## src/hdl/dhfk_pkg.sv

```systemverilog
// Shared types, constants and helper functions for the six-axis DH forward
// kinematics block. No dependencies; every module of the block imports it.
package dhfk_pkg;

  localparam int LinkCount   = 9;
  localparam int CordicSteps = 18;

  localparam int AngW  = 20;
  localparam int CfgW  = 21;
  localparam int TrimW = 13;
  localparam int PosW  = 22;
  localparam int RotW  = 18;
  localparam int StepW = 5;

  typedef logic signed [31:0] data_t;
  typedef logic signed [63:0] prod_t;
  typedef logic [3:0]         link_idx_t;
  typedef logic [2:0]         reg_idx_t;
  typedef logic [2:0]         joint_idx_t;
  typedef logic signed [1:0]  sgn_t;

  localparam data_t CordicStart = 32'sd163008219;
  localparam data_t OneQ        = 32'sh1000_0000;
  localparam logic [AngW-1:0] Eighth  = 20'h2_0000;
  localparam logic [AngW-1:0] Quarter = 20'h4_0000;
  localparam logic [AngW-1:0] MinusQuarter = 20'hC_0000;
  localparam link_idx_t LastLink = 4'(LinkCount - 1);

  // Twist sign codes.
  localparam sgn_t SgnZero = 2'sb00;
  localparam sgn_t SgnPos  = 2'sb01;
  localparam sgn_t SgnNeg  = 2'sb11;

  // Register indexes; RegNone marks a link without a register length.
  localparam reg_idx_t RegBaseHeight = 3'd0;
  localparam reg_idx_t RegUpperArm   = 3'd1;
  localparam reg_idx_t RegForearm    = 3'd2;
  localparam reg_idx_t RegTool       = 3'd3;
  localparam reg_idx_t RegWristTrim  = 3'd4;
  localparam reg_idx_t RegNone       = 3'd7;

  localparam joint_idx_t JointNone = 3'd7;

  typedef struct packed {
    joint_idx_t      src;
    logic [AngW-1:0] off;
    reg_idx_t        dreg;
    reg_idx_t        areg;
    sgn_t            ca;
    sgn_t            sa;
  } link_t;

  // Control of one multiply-accumulate issue.
  typedef struct packed {
    logic valid;
    logic first;
    logic last;
  } mac_req_t;

  // Constant link table of the arm.
  function automatic link_t link_row(input link_idx_t idx);
    link_t row;
    row = '{src: JointNone, off: '0, dreg: RegNone, areg: RegNone, ca: SgnPos, sa: SgnZero};
    unique case (idx)
      4'd0: row = '{src: 3'd0, off: '0, dreg: RegBaseHeight, areg: RegNone,
                    ca: SgnZero, sa: SgnNeg};
      4'd1: row = '{src: 3'd1, off: MinusQuarter, dreg: RegNone, areg: RegNone,
                    ca: SgnPos, sa: SgnZero};
      4'd2: row = '{src: JointNone, off: '0, dreg: RegNone, areg: RegUpperArm,
                    ca: SgnPos, sa: SgnZero};
      4'd3: row = '{src: 3'd2, off: Quarter, dreg: RegNone, areg: RegNone,
                    ca: SgnPos, sa: SgnZero};
      4'd4: row = '{src: JointNone, off: '0, dreg: RegNone, areg: RegNone,
                    ca: SgnZero, sa: SgnPos};
      4'd5: row = '{src: 3'd3, off: '0, dreg: RegForearm, areg: RegNone,
                    ca: SgnZero, sa: SgnNeg};
      4'd6: row = '{src: JointNone, off: '0, dreg: RegNone, areg: RegNone,
                    ca: SgnPos, sa: SgnZero};
      4'd7: row = '{src: 3'd4, off: '0, dreg: RegNone, areg: RegNone,
                    ca: SgnZero, sa: SgnPos};
      4'd8: row = '{src: 3'd5, off: '0, dreg: RegTool, areg: RegNone,
                    ca: SgnPos, sa: SgnZero};
      default: ;
    endcase
    return row;
  endfunction

  // Arctangent of 2^-i in units of 2^-32 turn.
  function automatic data_t atan_val(input logic [StepW-1:0] i);
    data_t v;
    case (i)
      5'd0:  v = 32'sd536870912;
      5'd1:  v = 32'sd316933406;
      5'd2:  v = 32'sd167458907;
      5'd3:  v = 32'sd85004756;
      5'd4:  v = 32'sd42667331;
      5'd5:  v = 32'sd21354465;
      5'd6:  v = 32'sd10679838;
      5'd7:  v = 32'sd5340245;
      5'd8:  v = 32'sd2670163;
      5'd9:  v = 32'sd1335087;
      5'd10: v = 32'sd667544;
      5'd11: v = 32'sd333772;
      5'd12: v = 32'sd166886;
      5'd13: v = 32'sd83443;
      5'd14: v = 32'sd41722;
      5'd15: v = 32'sd20861;
      5'd16: v = 32'sd10430;
      5'd17: v = 32'sd5215;
      5'd18: v = 32'sd2608;
      5'd19: v = 32'sd1304;
      5'd20: v = 32'sd652;
      5'd21: v = 32'sd326;
      5'd22: v = 32'sd163;
      5'd23: v = 32'sd81;
      default: v = '0;
    endcase
    return v;
  endfunction

  // Multiply a value by a twist sign of -1, 0 or +1.
  function automatic data_t apply_sgn(input data_t v, input sgn_t sg);
    data_t r;
    case (sg)
      SgnPos:  r = v;
      SgnNeg:  r = -v;
      default: r = '0;
    endcase
    return r;
  endfunction

  // Entry (k, j) of the rotation part of one link transform.
  function automatic data_t a_entry(input data_t c, input data_t s, input sgn_t ca,
                                    input sgn_t sa, input logic [1:0] k,
                                    input logic [1:0] j);
    data_t r;
    r = '0;
    case (k)
      2'd0: begin
        case (j)
          2'd0:    r = c;
          2'd1:    r = apply_sgn(-s, ca);
          default: r = apply_sgn(s, sa);
        endcase
      end
      2'd1: begin
        case (j)
          2'd0:    r = s;
          2'd1:    r = apply_sgn(c, ca);
          default: r = apply_sgn(-c, sa);
        endcase
      end
      default: begin
        case (j)
          2'd0:    r = '0;
          2'd1:    r = apply_sgn(OneQ, sa);
          default: r = apply_sgn(OneQ, ca);
        endcase
      end
    endcase
    return r;
  endfunction

endpackage

```

## src/hdl/dhfk_mac.sv

```systemverilog
// Shared multiply-accumulate unit: registered 32x32 product, then a 64-bit
// accumulator rounded back to Q.28. Depends on dhfk_pkg.
module dhfk_mac (
  input  logic               clk_i,
  input  logic               rst_ni,
  input  dhfk_pkg::mac_req_t req_i,
  input  dhfk_pkg::data_t    a_i,
  input  dhfk_pkg::data_t    b_i,
  output logic               done_o,
  output dhfk_pkg::data_t    res_o
);
  import dhfk_pkg::*;

  mac_req_t req_q;
  prod_t    prod_q;
  prod_t    acc_q;
  logic     done_q;
  prod_t    rounded;

  // Multiply stage.
  always_ff @(posedge clk_i or negedge rst_ni) begin
    if (!rst_ni) begin
      req_q <= '0;
    end else begin
      req_q <= req_i;
    end
  end

  always_ff @(posedge clk_i) begin
    prod_q <= a_i * b_i;
  end

  // Accumulate stage; the sum is complete when the last term is added.
  always_ff @(posedge clk_i or negedge rst_ni) begin
    if (!rst_ni) begin
      done_q <= 1'b0;
    end else begin
      done_q <= req_q.valid & req_q.last;
      if (req_q.valid) begin
        acc_q <= req_q.first ? prod_q : acc_q + prod_q;
      end
    end
  end

  // Round half up by 28 bits.
  assign rounded = (acc_q + 64'sh800_0000) >>> 28;
  assign res_o   = rounded[31:0];
  assign done_o  = done_q;

endmodule

```

## config.mk

```make
export PLATFORM = sky130hd
export DESIGN_NAME = dhfk_mac
export DESIGN_NICKNAME = d
export VERILOG_FILES = /design/src/hdl/dhfk_pkg.sv /design/src/hdl/dhfk_mac.sv
export SDC_FILE = /design/constraint.sdc
export NUM_CORES = 2
export LEC_CHECK = 0
export ABC_AREA = 0
export BUFFER_PORTS_ARGS = -buffer_cell sky130_fd_sc_hd__buf_2
export CORE_AREA = 8 8 339 209
export CTS_BUF_LIST = sky130_fd_sc_hd__clkbuf_8
export DETAILED_ROUTE_END_ITERATION = 7
export DIE_AREA = 0 0 347 217
export PLACE_DENSITY = 0.93
export SKIP_LAST_GASP = 1
export SYNTH_ARGS = -nofsm -noshare
export SYNTH_HDL_FRONTEND = slang
export SYNTH_SLANG_ARGS = --single-unit
```

## constraint.sdc

```tcl
create_clock -name clk_i -period 4.4 [get_ports clk_i]
set_input_delay 0.66 -clock clk_i [delete_from_list [all_inputs] [get_ports clk_i]]
set_output_delay 0.66 -clock clk_i [all_outputs]
set_load 0.02 [all_outputs]
```

### Word level (Yosys, flattened, before mapping)

Cells that the tools add are included.

| cells by class | value |
|---|---|
| $add $sub $neg | 2 |
| $mul | 1 |
| mux-type cells | 1 |
| bitwise gates (word level) | 1 |
| reductions and logical operators | 1 |

Operators by type and width:

| operator | count |
|---|---|
| $add A64 B64 Y64 | 1 |
| $mul A32 B32 Y64 | 1 |
| $mux W64 | 1 |
| $add A60 B29 Y60 const B | 1 |
| $reduce_and A2 Y1 | 1 |
| $and A1 B1 Y1 | 1 |

| word-level totals | value |
|---|---|
| register bits after elaboration | 132 |
| output and inout port bits | 33 |

### Depth between registers and ports, before layout

| logic depth | value |
|---|---|
| word-level depth | 2 |
| mapped depth | 30 |
| depth with buffers taken out | 27 |

### Worst setup path before layout

OpenSTA, ideal clock, no wires.

| path | value |
|---|---|
| path type | in2reg |
| start | in a_i[31] |
| end | reg prod_q[59] |
| data arrival time | 8254 ps |
| required time | 4328 ps |
| path slack | -3926 ps |
| stages | 27 |
| cells stage by stage | clkbuf_1 > clkbuf_1 > nand2_1 > inv_1 > fa_1 > fa_1 > fa_1 > inv_1 > fa_1 > inv_1 > fa_1 > fa_1 > inv_1 > fa_1 > inv_1 > fa_1 > ha_1 > a21o_1 > a21o_1 > a21oi_1 > inv_1 > a21o_1 > a211o_1 > a2111o_1 > a31o_1 > a21oi_2 > xnor2_1 |

| between the ends | value |
|---|---|
| longest elaborated chain between the ends | 1 |

Ends and longest elaborated chain:

| item | line | text |
|---|---|---|
| start, declared | dhfk_mac.sv:7 | `input dhfk_pkg::data_t a_i,` |
| $mul A32 B32 Y64 | dhfk_mac.sv:30 | `prod_q <= a_i * b_i;` |
| end signal, assigned | dhfk_mac.sv:30 |  |
| end, declared | dhfk_mac.sv:15 | `prod_t prod_q;` |

Every way passes these cells.
A chain may end at the register's enable or synchronous reset.

### Final worst setup path

| path | value |
|---|---|
| start | in b_i[0] |
| end | reg prod_q[42] |

| between the ends | value |
|---|---|
| longest elaborated chain between the ends | 1 |

Ends and longest elaborated chain:

| item | line | text |
|---|---|---|
| start, declared | dhfk_mac.sv:8 | `input dhfk_pkg::data_t b_i,` |
| $mul A32 B32 Y64 | dhfk_mac.sv:30 |  |

Every way passes these cells.

==> impl_metrics.csv <==
group,metric,value,unit
clock_tree,cts-htree-levels,4,
floorplan,die_area,75300,um^2
drt,firstDrtPassIters,8,
setup_path,slowest_stage,"fa_2",
clock_tree,cts_tree,"done",
min_path,hold_class,"in -> reg",
drt,wl_per_cell,29.37,um
placement,io_buffer_count,101,
finish,drive_gt1_share,21.01,%
clock_tree,cts.sinks,124,
yosys,ys_types,85,
clock_tree,ctsRootBufferMaster,"clkbuf_8",
placement,gp_congestion,0.9999,
global_route,grt_pass1_vias,41330,
setup_path,crit-reg2reg-launch,"prod_q[0]$_DFF_P_",
drt,vias,39760,
timing,worst_pin_slew,1.311,ns
timing,fin_crit_sh,205.5,%
setup_path,ff2ff_path_depth,13,
floorplan,chipWidth,347,um
finish,fillers,3370,
clock_tree,cts-buffers-inserted,17,
floorplan,core_area,65580,um^2
global_route,gr-usage-met1,44.93,%
floorplan,ios,102,
setup_path,worstPathArrival,9.47,ns
setup_path,cp_max_fo,9,
setup_path,critical-path-max-stage-delay,0.86,ns
finish,multi_input_area,36620,um^2
timing,rsz0062_at_grt,"yes",
yosys,async_flop_share,3.226,%
global_route,met2_usage,60.16,%
placement,hpwl,107400,um
setup_path,endpoint_kind,"flop",
finish,nets,6312,
finish,utilization,77.44,%
drt,route.detailed.drc,297,
setup_path,path_delay_family,"adder cells",
yosys,synthFlopType,"edfxtp_1",
placement,dp_cells,5719,
timing,fin_ws,-4.641,ns
timing,hold_viol_final,0,
setup_path,cp_common_cell,"fa_1",
setup_path,endpoint,"prod_q[42]$_DFF_P_",
global_route,met3_usage,13.99,%
timing,period_needed,9.041,ns
clock_tree,insertion_delay,0.49,ns
yosys,ys_seq_area_share,7.316,%
setup_path,cp.depth,26,
global_route,grt_pass1_wl,227500,um
clock_tree,clk_pin_slew,0.10,ns
setup_path,r2r_slack,0.42,ns
global_route,antenna_found_initial,14,
drt,ant_nets,0,
setup_path,start_kind,"primary input",
setup_path,reg2reg_to,"acc_q[56]$_DFFE_PP_",
timing,setup_tns,-169.89,ns
global_route,grt.total_usage,38.44,%
yosys,synth_edf_count,60,
global_route,top_usage_layer,"met2",
drt,viasPerCell,6.795,
run_status,violations,"DRC, setup timing",
yosys,ys_ff_latch,124,
finish,seq_area,3104,um^2
setup_path,cp-startpoint,"b_i[0]",
setup_path,worstSetupPathType,"in -> reg",
timing,relSlewSlack,12.07,%
timing,maxSlewViolCount,0,
timing,fmax,110.6,MHz
setup_path,required,4.83,ns
yosys,synthesis.nets,5892,
yosys,synth_area,42410,um^2
yosys,syn-mean-instance-area,9.329,um^2
floorplan,start_util,64.67,%
drt,drt_iter0_drc,6873,
run_status,status,"finished with violations",
clock_tree,clk_path_buf_depth,2,
drt,totalWireLength,171800,um
floorplan,die_y,217,um
timing,worst_clock_skew,0.02146,ns
placement,post-place-ws,-3.807,ns
job,drv_cap,0,
timing,setup_viol,52,
finish,area_growth,19.75,%
floorplan,placementRows,73,
yosys,yosys_warnings,0,
finish,stdcell_count,5851,
setup_path,path_buf_inv,6,
global_route,grt_max_degree,56,
yosys,synthCells,4546,
global_route,overflow,0,
-- placed cells by master (no fill, tap or decap), types with 13 or more instances in the layout --
cell type  Yosys  final
xnor2_1      109     99
a21oi_1      100     70
nand2b_1      18     18
nand4_1       26     26
fa_1        1038    954
nand2_1      656    625
ha_1         239    200
ha_4           0     35
buf_4          1    447
inv_1        919    878
nor2_1        65     55
dfxtp_1       60     60
nor2b_1       28     27
and2_1       490    459
a211oi_1      20     13
o21a_1        14     14
buf_12         1     48
buf_8          0     27
clkbuf_8       2     17
fa_2           0     84
buf_6          2     63
a21oi_2        4     25
a21o_1        69     69
inv_2          1     38
buf_2          6     42
o21bai_1      17     14
xor2_1        48     46
nor3_1        25     19
a31oi_1       18     14
edfxtp_1      60     60
nand3_1       37     33
o21ai_1        5     14
and2_4         0     28
o21ai_0      107     82
nand2_2        0     20
-- cell usage after synthesis, types with 4 or more instances --
library cell	number	area, um^2
o21a_1	14	105.1
or3_1	5	31.28
o21ai_0	107	535.5
nand3_1	37	185.2
xor2_1	48	420.4
fa_1	1038	20780
a31oi_1	18	112.6
dfrtp_1	4	100.1
a211oi_1	20	150.1
xnor2_1	109	954.7
nand2_1	656	2462
and3_1	13	81.33
or2_2	4	25.02
nor3_1	25	125.1
dfxtp_1	60	1201
o31ai_1	6	45.04
buf_2	6	30.03
inv_1	919	3450
nor4_1	7	43.79
mux2_2	4	45.04
clkbuf_2	5	25.02
nand4_1	26	162.7
ha_1	239	2990
a2111oi_0	4	35.03
and2_1	490	3065
a21boi_0	5	37.54
a21o_1	69	518.0
nor2_1	65	244.0
o21ai_1	5	25.02
a21oi_1	100	500.5
edfxtp_1	60	1802
o211ai_1	7	52.55
o21bai_1	17	127.6
o41ai_1	4	35.03
nor4b_1	5	43.79
a21oi_2	4	35.03
clkbuf_1	223	837.1
o2111ai_1	4	35.03
nor2b_1	28	175.2
nand2b_1	18	112.6
-- sequential cells by signal, summed over array words and instances, names as in the netlist --
register and count:
req_q 3, acc_q 60, prod_q 60, done_o 1
-- how the worst min path moves through the flow --
| stage | slack (ns) | end | from | cells after the start |
|---|---|---|---|---|
| after detailed placement | 0.45 | done_o$_DFF_PN0_ | req_q[0]$_DFF_PN0_ | 1 |
| final | 0.29 | req_q[2]$_DFF_PN0_ | req_i[2] | 1 |
| after global routing | 0.28 | req_q[0]$_DFF_PN0_ | req_i[0] | 1 |
| after floorplan | 0.36 | done_o$_DFF_PN0_ | rst_ni | 0 |
| after global placement | 0.43 | done_o$_DFF_PN0_ | req_q[0]$_DFF_PN0_ | 1 |
| after CTS | 0.28 | req_q[2]$_DFF_PN0_ | req_i[2] | 1 |
-- final cells by class --
cell class	instances	share of cell area, %
well taps	862	2.124
repair buffers	644	11.97
inverters	920	6.834
multi-input cells	3259	72.11
clock inverters	15	0.3400
diodes	10	0.04927
flip-flops and latches	124	6.112
clock buffers	17	0.4607
-- cell families (layout without fill, tap and decap cells) --
kind of cell / after synthesis / count (layout) / synth area share [%]
AO/OA/AOI/OAI: 429 / 429 / 6.582
AND/OR/NAND/NOR: 1391 / 1391 / 16.18
multiplexers: 5 / 5 / 0.1298
adder cells (fa/ha/maj): 1277 / 1277 / 56.05
buffers and inverters: 1163 / 1596 / 10.50
flip-flops: 124 / 124 / 7.317
XOR/XNOR: 157 / 157 / 3.242
other: 0 / 10 / 0
-- layer usage --
layer / vias up / wire length (um)
met5: - / 718
li1: 14480 / -
met2: 4699 / 69430
met1: 18580 / 49900
met3: 1981 / 31390
met4: 26 / 20410
-- through the flow --
stage	cell area, um^2	hold slack [ns]
after global routing	50780	0.2801
after floorplan	43540	0.3644
after detailed placement	47350	0.4529
after CTS	49880	0.2799
after global placement	47350	0.4297
final	50790	0.2852
-- repair_timing --
item	in CTS	in global routing
cloned	5	4
buffers inserted	65	23
hold buffers	1	0
resized for setup	378	157
pin swaps	218	132
hold endpoints to repair	4	0
setup endpoints to repair	53	52
Power is not shown: default switching activity piles up to over one toggle a cycle in this logic, so the estimate is an artifact.
